### src/sv/ifce_pkg.sv
package ifce_pkg;

	localparam int FIELD_BYTES = 20;
	localparam int KEY_BITS    = FIELD_BYTES * 8;
	localparam int HEAD_W      = 64;
	localparam int MID_W       = 64;
	localparam int TAIL_W      = 32;
	localparam int LEN_W       = 5;
	localparam int CODE_W      = 8;
	localparam int KEPT_W      = 4;
	localparam int KEPT_MAX    = 15;
	localparam int CFG_IDX_W   = 2;
	localparam int CFG_DATA_W  = 8;
	localparam int FILL_W      = 8;

	localparam logic CMD_ENCODE = 1'b0;
	localparam logic CMD_FINISH = 1'b1;

	localparam logic KIND_ENTRY  = 1'b0;
	localparam logic KIND_MARKER = 1'b1;

	localparam logic [CFG_IDX_W-1:0] REG_UTF8_MODE         = 2'd0;
	localparam logic [CFG_IDX_W-1:0] REG_ENTRIES_PER_BLOCK = 2'd1;

	localparam logic [FILL_W-1:0] EPB_RESET = 8'd64;

	// A UTF-8 continuation byte has the pattern 10xxxxxx.
	localparam logic [7:0] LEAD_MASK = 8'hC0;
	localparam logic [7:0] CONT_PAT  = 8'h80;

	typedef logic [KEY_BITS-1:0]    key_t;
	typedef logic [LEN_W-1:0]       len_t;
	typedef logic [FIELD_BYTES-1:0] bytemask_t;

	// One classified word handed from the front to the back.
	typedef struct packed {
		logic      entry;   // an entry record is to be emitted
		logic      marker;  // a block-end marker is to be emitted (after the entry, if any)
		key_t      key;     // key bytes, zero past len
		len_t      len;
		bytemask_t vmask;   // byte positions that match and close a whole character
		len_t      chars;
		logic      head;
	} qent_t;

endpackage

### src/sv/ifce_channels.sv
interface ifce_in_if;
	import ifce_pkg::*;
	logic              valid;
	logic              ready;
	logic              cmd;
	logic [HEAD_W-1:0] key_head;
	logic [MID_W-1:0]  key_mid;
	logic [TAIL_W-1:0] key_tail;
	logic [LEN_W-1:0]  key_bytes;

	modport source (output valid, cmd, key_head, key_mid, key_tail, key_bytes, input ready);
	modport sink (input valid, cmd, key_head, key_mid, key_tail, key_bytes, output ready);
endinterface

interface ifce_out_if;
	import ifce_pkg::*;
	logic              valid;
	logic              ready;
	logic              kind;
	logic [CODE_W-1:0] share_code;
	logic [HEAD_W-1:0] suffix_head;
	logic [MID_W-1:0]  suffix_mid;
	logic [TAIL_W-1:0] suffix_tail;
	logic [LEN_W-1:0]  suffix_bytes;
	logic              block_head;
	logic              last;

	modport source (output valid, kind, share_code, suffix_head, suffix_mid, suffix_tail,
		suffix_bytes, block_head, last, input ready);
	modport sink (input valid, kind, share_code, suffix_head, suffix_mid, suffix_tail,
		suffix_bytes, block_head, last, output ready);
endinterface

interface ifce_cfg_if;
	import ifce_pkg::*;
	logic                  valid;
	logic                  ready;
	logic [CFG_IDX_W-1:0]  index;
	logic [CFG_DATA_W-1:0] data;

	modport source (output valid, index, data, input ready);
	modport sink (input valid, index, data, output ready);
endinterface

### src/sv/infix_front_coding_encoder_core.sv
// Front-coding encoder for sorted infix keys of up to 20 bytes.
// The keys channel takes one word per key: cmd selects encode or finish, the key
// arrives left aligned in key_head, key_mid and key_tail, and key_bytes gives its length.
// The codes channel returns entry records (edit code plus the bytes not shared with the
// previous key) and block-end markers; last marks the final word caused by an input word.
// The cfg channel writes utf8_mode (index 0) and entries_per_block (index 1); it is
// always ready and is meant to be written only while the encoder is idle.
// The front compares each key against the previous one and classifies it in the cycle
// it is accepted, so one key enters per clock while the queue has room. A two-word
// queue separates it from the back, which builds the result and holds it in the
// output register. A result passes through a queue slot and then the output register
// before it is presented on codes. The back sends one word per cycle while the receiver
// is ready, so a key that closes a block costs two output words (record, then marker).
// When the receiver stalls, the output word holds, the queue fills, and keys.ready
// drops once both queue slots are taken; nothing is lost or repeated.
// Reset clears the previous-key flag, the block fill count and the queue, and sets
// utf8_mode to 0 and entries_per_block to 64. There is no clearing pass.
module infix_front_coding_encoder_core import ifce_pkg::*; #(
	parameter int MAX_KEY_BYTES = 20
) (
	input  logic       clk,
	input  logic       arst_n,
	ifce_in_if.sink    keys,
	ifce_out_if.source codes,
	ifce_cfg_if.sink   cfg
);

	logic              utf8_q;
	logic [FILL_W-1:0] epb_q;

	logic  push;
	logic  full;
	logic  pop;
	logic  nonempty;
	qent_t push_data;
	qent_t head;

	// Configuration writes complete in the cycle they are offered.
	assign cfg.ready = 1'b1;

	always_ff @(posedge clk or negedge arst_n) begin
		if (!arst_n) begin
			utf8_q <= 1'b0;
			epb_q  <= EPB_RESET;
		end else if (cfg.valid) begin
			unique case (cfg.index)
				REG_UTF8_MODE:         utf8_q <= cfg.data[0];
				REG_ENTRIES_PER_BLOCK: epb_q  <= cfg.data;
				default: begin
				end
			endcase
		end
	end

	// The front owns the sequencing state: previous key, its flag and the block fill.
	ifce_front #(
		.MAX_KEY_BYTES(MAX_KEY_BYTES)
	) u_front (
		.clk              (clk),
		.arst_n           (arst_n),
		.keys             (keys),
		.utf8_mode        (utf8_q),
		.entries_per_block(epb_q),
		.full             (full),
		.push             (push),
		.push_data        (push_data)
	);

	ifce_queue u_queue (
		.clk      (clk),
		.arst_n   (arst_n),
		.push     (push),
		.push_data(push_data),
		.full     (full),
		.pop      (pop),
		.nonempty (nonempty),
		.head     (head)
	);

	// The back turns each queued word into one or two output words.
	ifce_back u_back (
		.clk     (clk),
		.arst_n  (arst_n),
		.nonempty(nonempty),
		.head    (head),
		.pop     (pop),
		.codes   (codes)
	);

endmodule

### src/sv/ifce_front.sv
module ifce_front import ifce_pkg::*; #(
	parameter int MAX_KEY_BYTES = 20
) (
	input  logic              clk,
	input  logic              arst_n,
	ifce_in_if.sink           keys,
	input  logic              utf8_mode,
	input  logic [FILL_W-1:0] entries_per_block,
	input  logic              full,
	output logic              push,
	output qent_t             push_data
);

	localparam int   KEY_LIMIT = (MAX_KEY_BYTES < FIELD_BYTES) ? MAX_KEY_BYTES : FIELD_BYTES;
	localparam len_t LIMIT     = LEN_W'(KEY_LIMIT);

	key_t              prev_key_q;
	len_t              prev_len_q;
	logic              have_prev_q;
	logic [FILL_W-1:0] fill_q;

	key_t              raw;
	key_t              key;
	len_t              len;
	len_t              chars;
	bytemask_t         in_len, lead, lead_nx, eqm, m, bnd;
	logic [FILL_W-1:0] fill_next;
	logic              ends_block;
	logic              acc;
	logic              is_encode;

	assign keys.ready = !full;
	assign acc        = keys.valid && keys.ready;
	assign is_encode  = (keys.cmd == CMD_ENCODE);

	always_comb begin
		raw = {keys.key_head, keys.key_mid, keys.key_tail};
		len = (keys.key_bytes > LIMIT) ? LIMIT : keys.key_bytes;
		for (int i = 0; i < FIELD_BYTES; i++) begin
			in_len[i] = LEN_W'(i) < len;
			key[KEY_BITS-1-8*i -: 8] = in_len[i] ? raw[KEY_BITS-1-8*i -: 8] : 8'h00;
			lead[i] = (key[KEY_BITS-1-8*i -: 8] & LEAD_MASK) != CONT_PAT;
			eqm[i] = in_len[i] && (LEN_W'(i) < prev_len_q)
				&& (key[KEY_BITS-1-8*i -: 8] == prev_key_q[KEY_BITS-1-8*i -: 8]);
		end
		// Bit j tells whether the byte after position j starts a character.
		lead_nx = {1'b1, lead[FIELD_BYTES-1:1]};
		for (int j = 0; j < FIELD_BYTES; j++) begin
			m[j] = have_prev_q;
			for (int k = 0; k <= j; k++) begin
				m[j] = m[j] & eqm[k];
			end
			bnd[j] = !utf8_mode || (LEN_W'(j + 1) >= len) || lead_nx[j];
		end
		chars = utf8_mode ? LEN_W'($countones(lead & in_len)) : len;
	end

	assign fill_next  = fill_q + FILL_W'(1);
	assign ends_block = (fill_next == entries_per_block);

	assign push = acc && (is_encode || (fill_q != '0));

	always_comb begin
		push_data.entry  = is_encode;
		push_data.marker = is_encode ? ends_block : 1'b1;
		push_data.key    = key;
		push_data.len    = len;
		push_data.vmask  = m & bnd;
		push_data.chars  = chars;
		push_data.head   = (fill_q == '0);
	end

	always_ff @(posedge clk or negedge arst_n) begin
		if (!arst_n) begin
			have_prev_q <= 1'b0;
			fill_q      <= '0;
		end else if (acc) begin
			if (is_encode) begin
				have_prev_q <= !ends_block;
				fill_q      <= ends_block ? '0 : fill_next;
			end else begin
				have_prev_q <= 1'b0;
				fill_q      <= '0;
			end
		end
	end

	always_ff @(posedge clk) begin
		if (acc && is_encode) begin
			prev_key_q <= key;
			prev_len_q <= len;
		end
	end

endmodule

### src/sv/ifce_queue.sv
module ifce_queue import ifce_pkg::*; (
	input  logic  clk,
	input  logic  arst_n,
	input  logic  push,
	input  qent_t push_data,
	output logic  full,
	input  logic  pop,
	output logic  nonempty,
	output qent_t head
);

	qent_t      ent_q [2];
	logic       wr_ptr_q;
	logic       rd_ptr_q;
	logic [1:0] cnt_q;

	assign full     = (cnt_q == 2'd2);
	assign nonempty = (cnt_q != 2'd0);
	assign head     = ent_q[rd_ptr_q];

	always_ff @(posedge clk or negedge arst_n) begin
		if (!arst_n) begin
			wr_ptr_q <= 1'b0;
			rd_ptr_q <= 1'b0;
			cnt_q    <= 2'd0;
		end else begin
			if (push) begin
				wr_ptr_q <= !wr_ptr_q;
			end
			if (pop) begin
				rd_ptr_q <= !rd_ptr_q;
			end
			unique case ({push, pop})
				2'b10:   cnt_q <= cnt_q + 2'd1;
				2'b01:   cnt_q <= cnt_q - 2'd1;
				default: cnt_q <= cnt_q;
			endcase
		end
	end

	always_ff @(posedge clk) begin
		if (push) begin
			ent_q[wr_ptr_q] <= push_data;
		end
	end

endmodule

### src/sv/ifce_back.sv
module ifce_back import ifce_pkg::*; (
	input  logic   clk,
	input  logic   arst_n,
	input  logic   nonempty,
	input  qent_t  head,
	output logic   pop,
	ifce_out_if.source codes
);

	logic              ov_q;
	logic              phase_q;
	logic              kind_q;
	logic [CODE_W-1:0] code_q;
	key_t              suffix_q;
	len_t              sbytes_q;
	logic              bhead_q;
	logic              last_q;

	len_t              cnt [FIELD_BYTES];
	len_t              total;
	logic [KEPT_W-1:0] kept;
	len_t              keep_bytes;
	key_t              suffix;
	logic [CODE_W-1:0] code;
	logic              load;
	logic              emit_marker;

	always_comb begin
		keep_bytes = '0;
		for (int j = 0; j < FIELD_BYTES; j++) begin
			cnt[j] = LEN_W'($countones(head.vmask & FIELD_BYTES'((64'd1 << (j + 1)) - 64'd1)));
			if (head.vmask[j] && (cnt[j] <= LEN_W'(KEPT_MAX))) begin
				keep_bytes = LEN_W'(j + 1);
			end
		end
		total  = cnt[FIELD_BYTES-1];
		kept   = (total > LEN_W'(KEPT_MAX)) ? KEPT_W'(KEPT_MAX) : total[KEPT_W-1:0];
		suffix = head.key << {keep_bytes, 3'b000};
		code   = {kept, 4'b0000} + {3'b000, head.chars} - {4'b0000, kept};
	end

	assign load        = nonempty && (!ov_q || codes.ready);
	assign emit_marker = !head.entry || phase_q;
	assign pop         = load && (emit_marker || !head.marker);

	always_ff @(posedge clk or negedge arst_n) begin
		if (!arst_n) begin
			ov_q    <= 1'b0;
			phase_q <= 1'b0;
		end else if (load) begin
			ov_q    <= 1'b1;
			phase_q <= !emit_marker && head.marker;
		end else if (codes.ready) begin
			ov_q <= 1'b0;
		end
	end

	always_ff @(posedge clk) begin
		if (load) begin
			if (emit_marker) begin
				kind_q   <= KIND_MARKER;
				code_q   <= '0;
				suffix_q <= '0;
				sbytes_q <= '0;
				bhead_q  <= 1'b0;
				last_q   <= 1'b1;
			end else begin
				kind_q   <= KIND_ENTRY;
				code_q   <= code;
				suffix_q <= suffix;
				sbytes_q <= head.len - keep_bytes;
				bhead_q  <= head.head;
				last_q   <= !head.marker;
			end
		end
	end

	assign codes.valid        = ov_q;
	assign codes.kind         = kind_q;
	assign codes.share_code   = code_q;
	assign codes.suffix_head  = suffix_q[KEY_BITS-1 -: HEAD_W];
	assign codes.suffix_mid   = suffix_q[KEY_BITS-HEAD_W-1 -: MID_W];
	assign codes.suffix_tail  = suffix_q[TAIL_W-1:0];
	assign codes.suffix_bytes = sbytes_q;
	assign codes.block_head   = bhead_q;
	assign codes.last         = last_q;

endmodule

### src/flat_wrapper.sv
// flat-port wrapper written by rule: the top's interface ports become plain ports
module infix_front_coding_encoder_core_flat import ifce_pkg::*;
#(
	parameter int MAX_KEY_BYTES = 20
)
  (clk, arst_n, keys_valid, keys_cmd, keys_key_head, keys_key_mid, keys_key_tail, keys_key_bytes, keys_ready, codes_valid, codes_kind, codes_share_code, codes_suffix_head, codes_suffix_mid, codes_suffix_tail, codes_suffix_bytes, codes_block_head, codes_last, codes_ready, cfg_valid, cfg_index, cfg_data, cfg_ready);
  ifce_in_if keys_i ();
  ifce_out_if codes_i ();
  ifce_cfg_if cfg_i ();
  input  logic clk;
  input  logic arst_n;
  input wire logic [$bits(keys_i.valid)-1:0] keys_valid;
  input wire logic [$bits(keys_i.cmd)-1:0] keys_cmd;
  input wire logic [$bits(keys_i.key_head)-1:0] keys_key_head;
  input wire logic [$bits(keys_i.key_mid)-1:0] keys_key_mid;
  input wire logic [$bits(keys_i.key_tail)-1:0] keys_key_tail;
  input wire logic [$bits(keys_i.key_bytes)-1:0] keys_key_bytes;
  output wire logic [$bits(keys_i.ready)-1:0] keys_ready;
  output wire logic [$bits(codes_i.valid)-1:0] codes_valid;
  output wire logic [$bits(codes_i.kind)-1:0] codes_kind;
  output wire logic [$bits(codes_i.share_code)-1:0] codes_share_code;
  output wire logic [$bits(codes_i.suffix_head)-1:0] codes_suffix_head;
  output wire logic [$bits(codes_i.suffix_mid)-1:0] codes_suffix_mid;
  output wire logic [$bits(codes_i.suffix_tail)-1:0] codes_suffix_tail;
  output wire logic [$bits(codes_i.suffix_bytes)-1:0] codes_suffix_bytes;
  output wire logic [$bits(codes_i.block_head)-1:0] codes_block_head;
  output wire logic [$bits(codes_i.last)-1:0] codes_last;
  input wire logic [$bits(codes_i.ready)-1:0] codes_ready;
  input wire logic [$bits(cfg_i.valid)-1:0] cfg_valid;
  input wire logic [$bits(cfg_i.index)-1:0] cfg_index;
  input wire logic [$bits(cfg_i.data)-1:0] cfg_data;
  output wire logic [$bits(cfg_i.ready)-1:0] cfg_ready;
  assign keys_i.valid = keys_valid;
  assign keys_i.cmd = keys_cmd;
  assign keys_i.key_head = keys_key_head;
  assign keys_i.key_mid = keys_key_mid;
  assign keys_i.key_tail = keys_key_tail;
  assign keys_i.key_bytes = keys_key_bytes;
  assign keys_ready = keys_i.ready;
  assign codes_valid = codes_i.valid;
  assign codes_kind = codes_i.kind;
  assign codes_share_code = codes_i.share_code;
  assign codes_suffix_head = codes_i.suffix_head;
  assign codes_suffix_mid = codes_i.suffix_mid;
  assign codes_suffix_tail = codes_i.suffix_tail;
  assign codes_suffix_bytes = codes_i.suffix_bytes;
  assign codes_block_head = codes_i.block_head;
  assign codes_last = codes_i.last;
  assign codes_i.ready = codes_ready;
  assign cfg_i.valid = cfg_valid;
  assign cfg_i.index = cfg_index;
  assign cfg_i.data = cfg_data;
  assign cfg_ready = cfg_i.ready;
  infix_front_coding_encoder_core #(.MAX_KEY_BYTES(MAX_KEY_BYTES)) u_core (.clk(clk), .arst_n(arst_n), .keys(keys_i), .codes(codes_i), .cfg(cfg_i));
endmodule
### config.mk
export PLATFORM = sky130hd
export DESIGN_NAME = infix_front_coding_encoder_core_flat
export DESIGN_NICKNAME = d
export VERILOG_FILES = /design/src/sv/ifce_pkg.sv /design/src/sv/ifce_channels.sv /design/src/sv/infix_front_coding_encoder_core.sv /design/src/sv/ifce_front.sv /design/src/sv/ifce_queue.sv /design/src/sv/ifce_back.sv /design/src/flat_wrapper.sv
export SDC_FILE = /design/constraint.sdc
export NUM_CORES = 1
export LEC_CHECK = 0
export ABC_CLOCK_PERIOD_IN_PS = 10000
export BUFFER_PORTS_ARGS = -buffer_cell sky130_fd_sc_hd__buf_2
export CAP_MARGIN = 15
export CORE_ASPECT_RATIO = 0.5
export CORE_UTILIZATION = 26
export DETAILED_ROUTE_END_ITERATION = 8
export GPL_TIMING_DRIVEN = 0
export PLACE_DENSITY = 0.54
export SYNTH_ARGS = -nofsm -noshare
export SYNTH_HDL_FRONTEND = slang
export SYNTH_SLANG_ARGS = --single-unit
### constraint.sdc
create_clock -name clk -period 10 [get_ports clk]
set_input_delay 1 -clock clk [delete_from_list [all_inputs] [get_ports clk]]
set_output_delay 1 -clock clk [all_outputs]
set_load 0.05 [all_outputs]
==> impl_results.md <==
* Area of the core at 147000 um2
* Met1 Use GR at 0.336
* DRT Pass-1 Iters at 6
* Cell Area, Synth at 38900 um2
* Yosys reg bits at 751
* Number of flops mapped to enable cells by yosys at 727
* Ys Warns at 0
* Fin crit share at 0.991
* Synth area leader: edfxtp_1
* Max Clk Rate at 101 MHz
* Clock tree buffer depth at 3
* Yosys cell types at 78
* Mapped Nets at 3252
* Hold-fix buffers, CTS at 0
* Worst Setup Path Type: register to register
* Most used routing layer: met2
* Num CTS Buffers at 76
* Met3 Use GR at 0.0515
* Setup violators final at 0
* FF-to-FF End: u_core.u_back.suffix_q[123]
* DP Wirelength at 151000 um
* Final-report max-slew violation count at 0
* Post-synth ARST share at 0.0320
* Root Buffer: clkbuf_16
* Sequential area share after synthesis at 0.577
* Post-Route Skew at 78.8 ps
* FP Rows at 99
* H-tree Lvls at 3
* Global route total overflow at 0
* Synth top area cells: edfxtp_1 56%, mux2i_1 5.1%, mux4_2 4.9%, mux2_2 2.9%, fa_1 2.2%
* GR Util met2 at 0.380
* CTS Sinks at 751
* DRC at 0
* Synth top area share at 0.561
* Global Route Usage Sum at 0.242
* Die X at 549 um
* Area grow syn2layout at 22.4%
* Skew-Pair Late Insertion Delay at 730 ps
* Max Cap Violations at 0
* Non-Filler Instances at 5487
* Vias/cell at 5.33
* Syn avg cell area at 13.1 um2
* Top delay family on crit path: adder cells
* Slew margin rel. at 0.102
* Crit-path max FO at 10
* Die H at 275 um
* Routed WL at 187000 um
* First-pass GRT wire length at 248000 um
* Die area at 151000 um2
* FF-to-FF Start: u_core.u_queue.rd_ptr_q
* Status: finished, final reports clean
* Crit. path cell count at 30
* Worst Path Arrival at 10460 ps
* 1st-iter DRT viols at 3707
* Fill count at 14700
* Synth Flop Type: edfxtp_1
* Clk slew on worst S/H paths at 70 ps
* Critical Path RT at 10550 ps
* Beginning of the critical path: u_core.u_queue.rd_ptr_q
* Via count at 29200
* Drt wl/cell at 34.1 um
* CTS tree: yes
* Post-route ant nets at 0
* Nets at 3745
* Number of buffers and inverters on the critical path at 12
* Vias in the first global route at 28600
* Antenna violations before repair at 29
* Mapped Cells at 2963
* Placer Congestion at 0.999
* CP peak stage delay at 700 ps
* Pin count of the biggest net entering global routing at 33
* RSZ-0062 raised after global routing: yes
* Post-layout util at 0.324
* CP Capture Type: register
* Worst setup slack after placement at -5750 ps
* Ports at 360
* PortBufs at 355
* Initial Utilization at 0.264
* CP most frequent cell: fa_1
* Hold Path Class: input pin to asynchronous set/reset pin
* Placed Cells at 5335
* Layout cells sized above 1 at 0.261
* Reg2reg setup slack at 90 ps
* Worst-Margin Slew at 1350 ps
* CP Launch Type: register
* Post-route minimum period at 9910 ps
* Hold Fails Final Rpt at 0
* Reg2reg path depth at 30
* Final worst slack at 93.0 ps
* Crit-path slowest cell: clkbuf_1
==> worst max path at each step <==
stage	end	slack (ps)
after floorplan	u_core.u_queue.ent_q[0][0]	-230
after global placement	u_core.u_back.codes.suffix_bytes[4]	-6840
after detailed placement	u_core.u_back.suffix_q[117]	-5750
after CTS	u_core.u_back.codes.suffix_bytes[4]	10
after global routing	u_core.u_back.suffix_q[151]	-130
final	u_core.u_back.suffix_q[123]	90
==> cell type report <==
cell class / instances / area (um2) / area share
diodes: 2 / 5.00 / 0.000105
plain buffers: 156 / 1010 / 0.0213
clock buffers: 95 / 2020 / 0.0425
clock inverters: 43 / 465 / 0.00978
inverters: 119 / 447 / 0.00938
multi-input cells: 1937 / 16000 / 0.337
flip-flops and latches: 751 / 22400 / 0.471
well taps: 1969 / 2460 / 0.0517
repair buffers: 415 / 2710 / 0.0570
==> placed cells by master (no fill, tap or decap), drive strengths merged, types with 66 or more instances in the layout <==
cell,netlist,layout
buf,50,472
mux2,99,99
and2,79,79
xor2,96,96
xnor2,95,95
nor2b,100,100
nand2,197,197
o21ai,87,87
ha,66,66
nor2,212,212
inv,117,120
mux4,85,85
a21oi,118,118
clkbuf,106,192
edfxtp,727,727
mux2i,199,199
==> stage by stage <==
| step | TNS, ps | area, um2 | hold slack [ps] |
|---|---|---|---|
| finish | 0 | 47600 | 254 |
| global placement | -3620970 | 43100 | 482 |
| detailed placement | -790000 | 44000 | 506 |
| floorplan | -87140 | 38900 | 447 |
| CTS | 0 | 47300 | 246 |
| global route | -641 | 47600 | 282 |
==> routing by layer <==
layer	part of all wire	wire length, um
met5	0.00037	69
met4	0.026	4940
met3	0.092	17200
met2	0.45	83900
met1	0.43	80800
==> flip-flops by register name, summed over array words and instances (netlist names), 2 cells and up <==
register                          cells
u_core.u_back.codes.share_code        8
u_core.u_front.prev_key_q           160
u_core.u_back.codes.suffix_bytes      5
u_core.u_back.suffix_q              160
u_core.u_front.fill_q                 8
u_core.u_queue.ent_q                386
u_core.epb_q                          8
u_core.u_front.prev_len_q             5
u_core.u_queue.cnt_q                  2
==> cell usage after synthesis, types with 12 or more instances <==
master	number
and2_1	79
fa_1	42
o211ai_1	21
nand2_1	197
o21ai_0	87
nand4_1	24
edfxtp_1	727
mux2_2	99
buf_1	26
ha_1	66
dfrtp_1	23
nand2b_1	13
buf_2	21
nand3_1	43
mux2i_1	199
nor2_1	212
xnor2_1	95
mux4_2	85
and3_1	16
a22oi_1	21
xor2_1	96
a21oi_1	118
nor4_1	26
o21a_1	12
a31oi_1	22
nor3_1	31
a21o_1	25
nor2b_1	100
clkbuf_1	106
o22ai_1	34
inv_1	117
==> kinds of logic after synthesis <==
group / after synthesis / synth area share
and+or+nand+nor: 783 / 0.0997
DFF: 751 / 0.577
AOI/OAI and AO/OA: 470 / 0.0801
muxes: 383 / 0.129
buffers and inverters: 275 / 0.0276
xor gates and xnor gates: 192 / 0.0436
adders and majority gates: 108 / 0.0429
other: 1 / 0.0000964
==> repair_timing <==
action,in CTS,in global routing
setup buffers,6,3
setup endpoints to repair,173,122
resized for setup,251,82
pin swaps,5,4
Power is not shown: default switching activity piles up to over one toggle a cycle in this logic, so the estimate is an artifact.
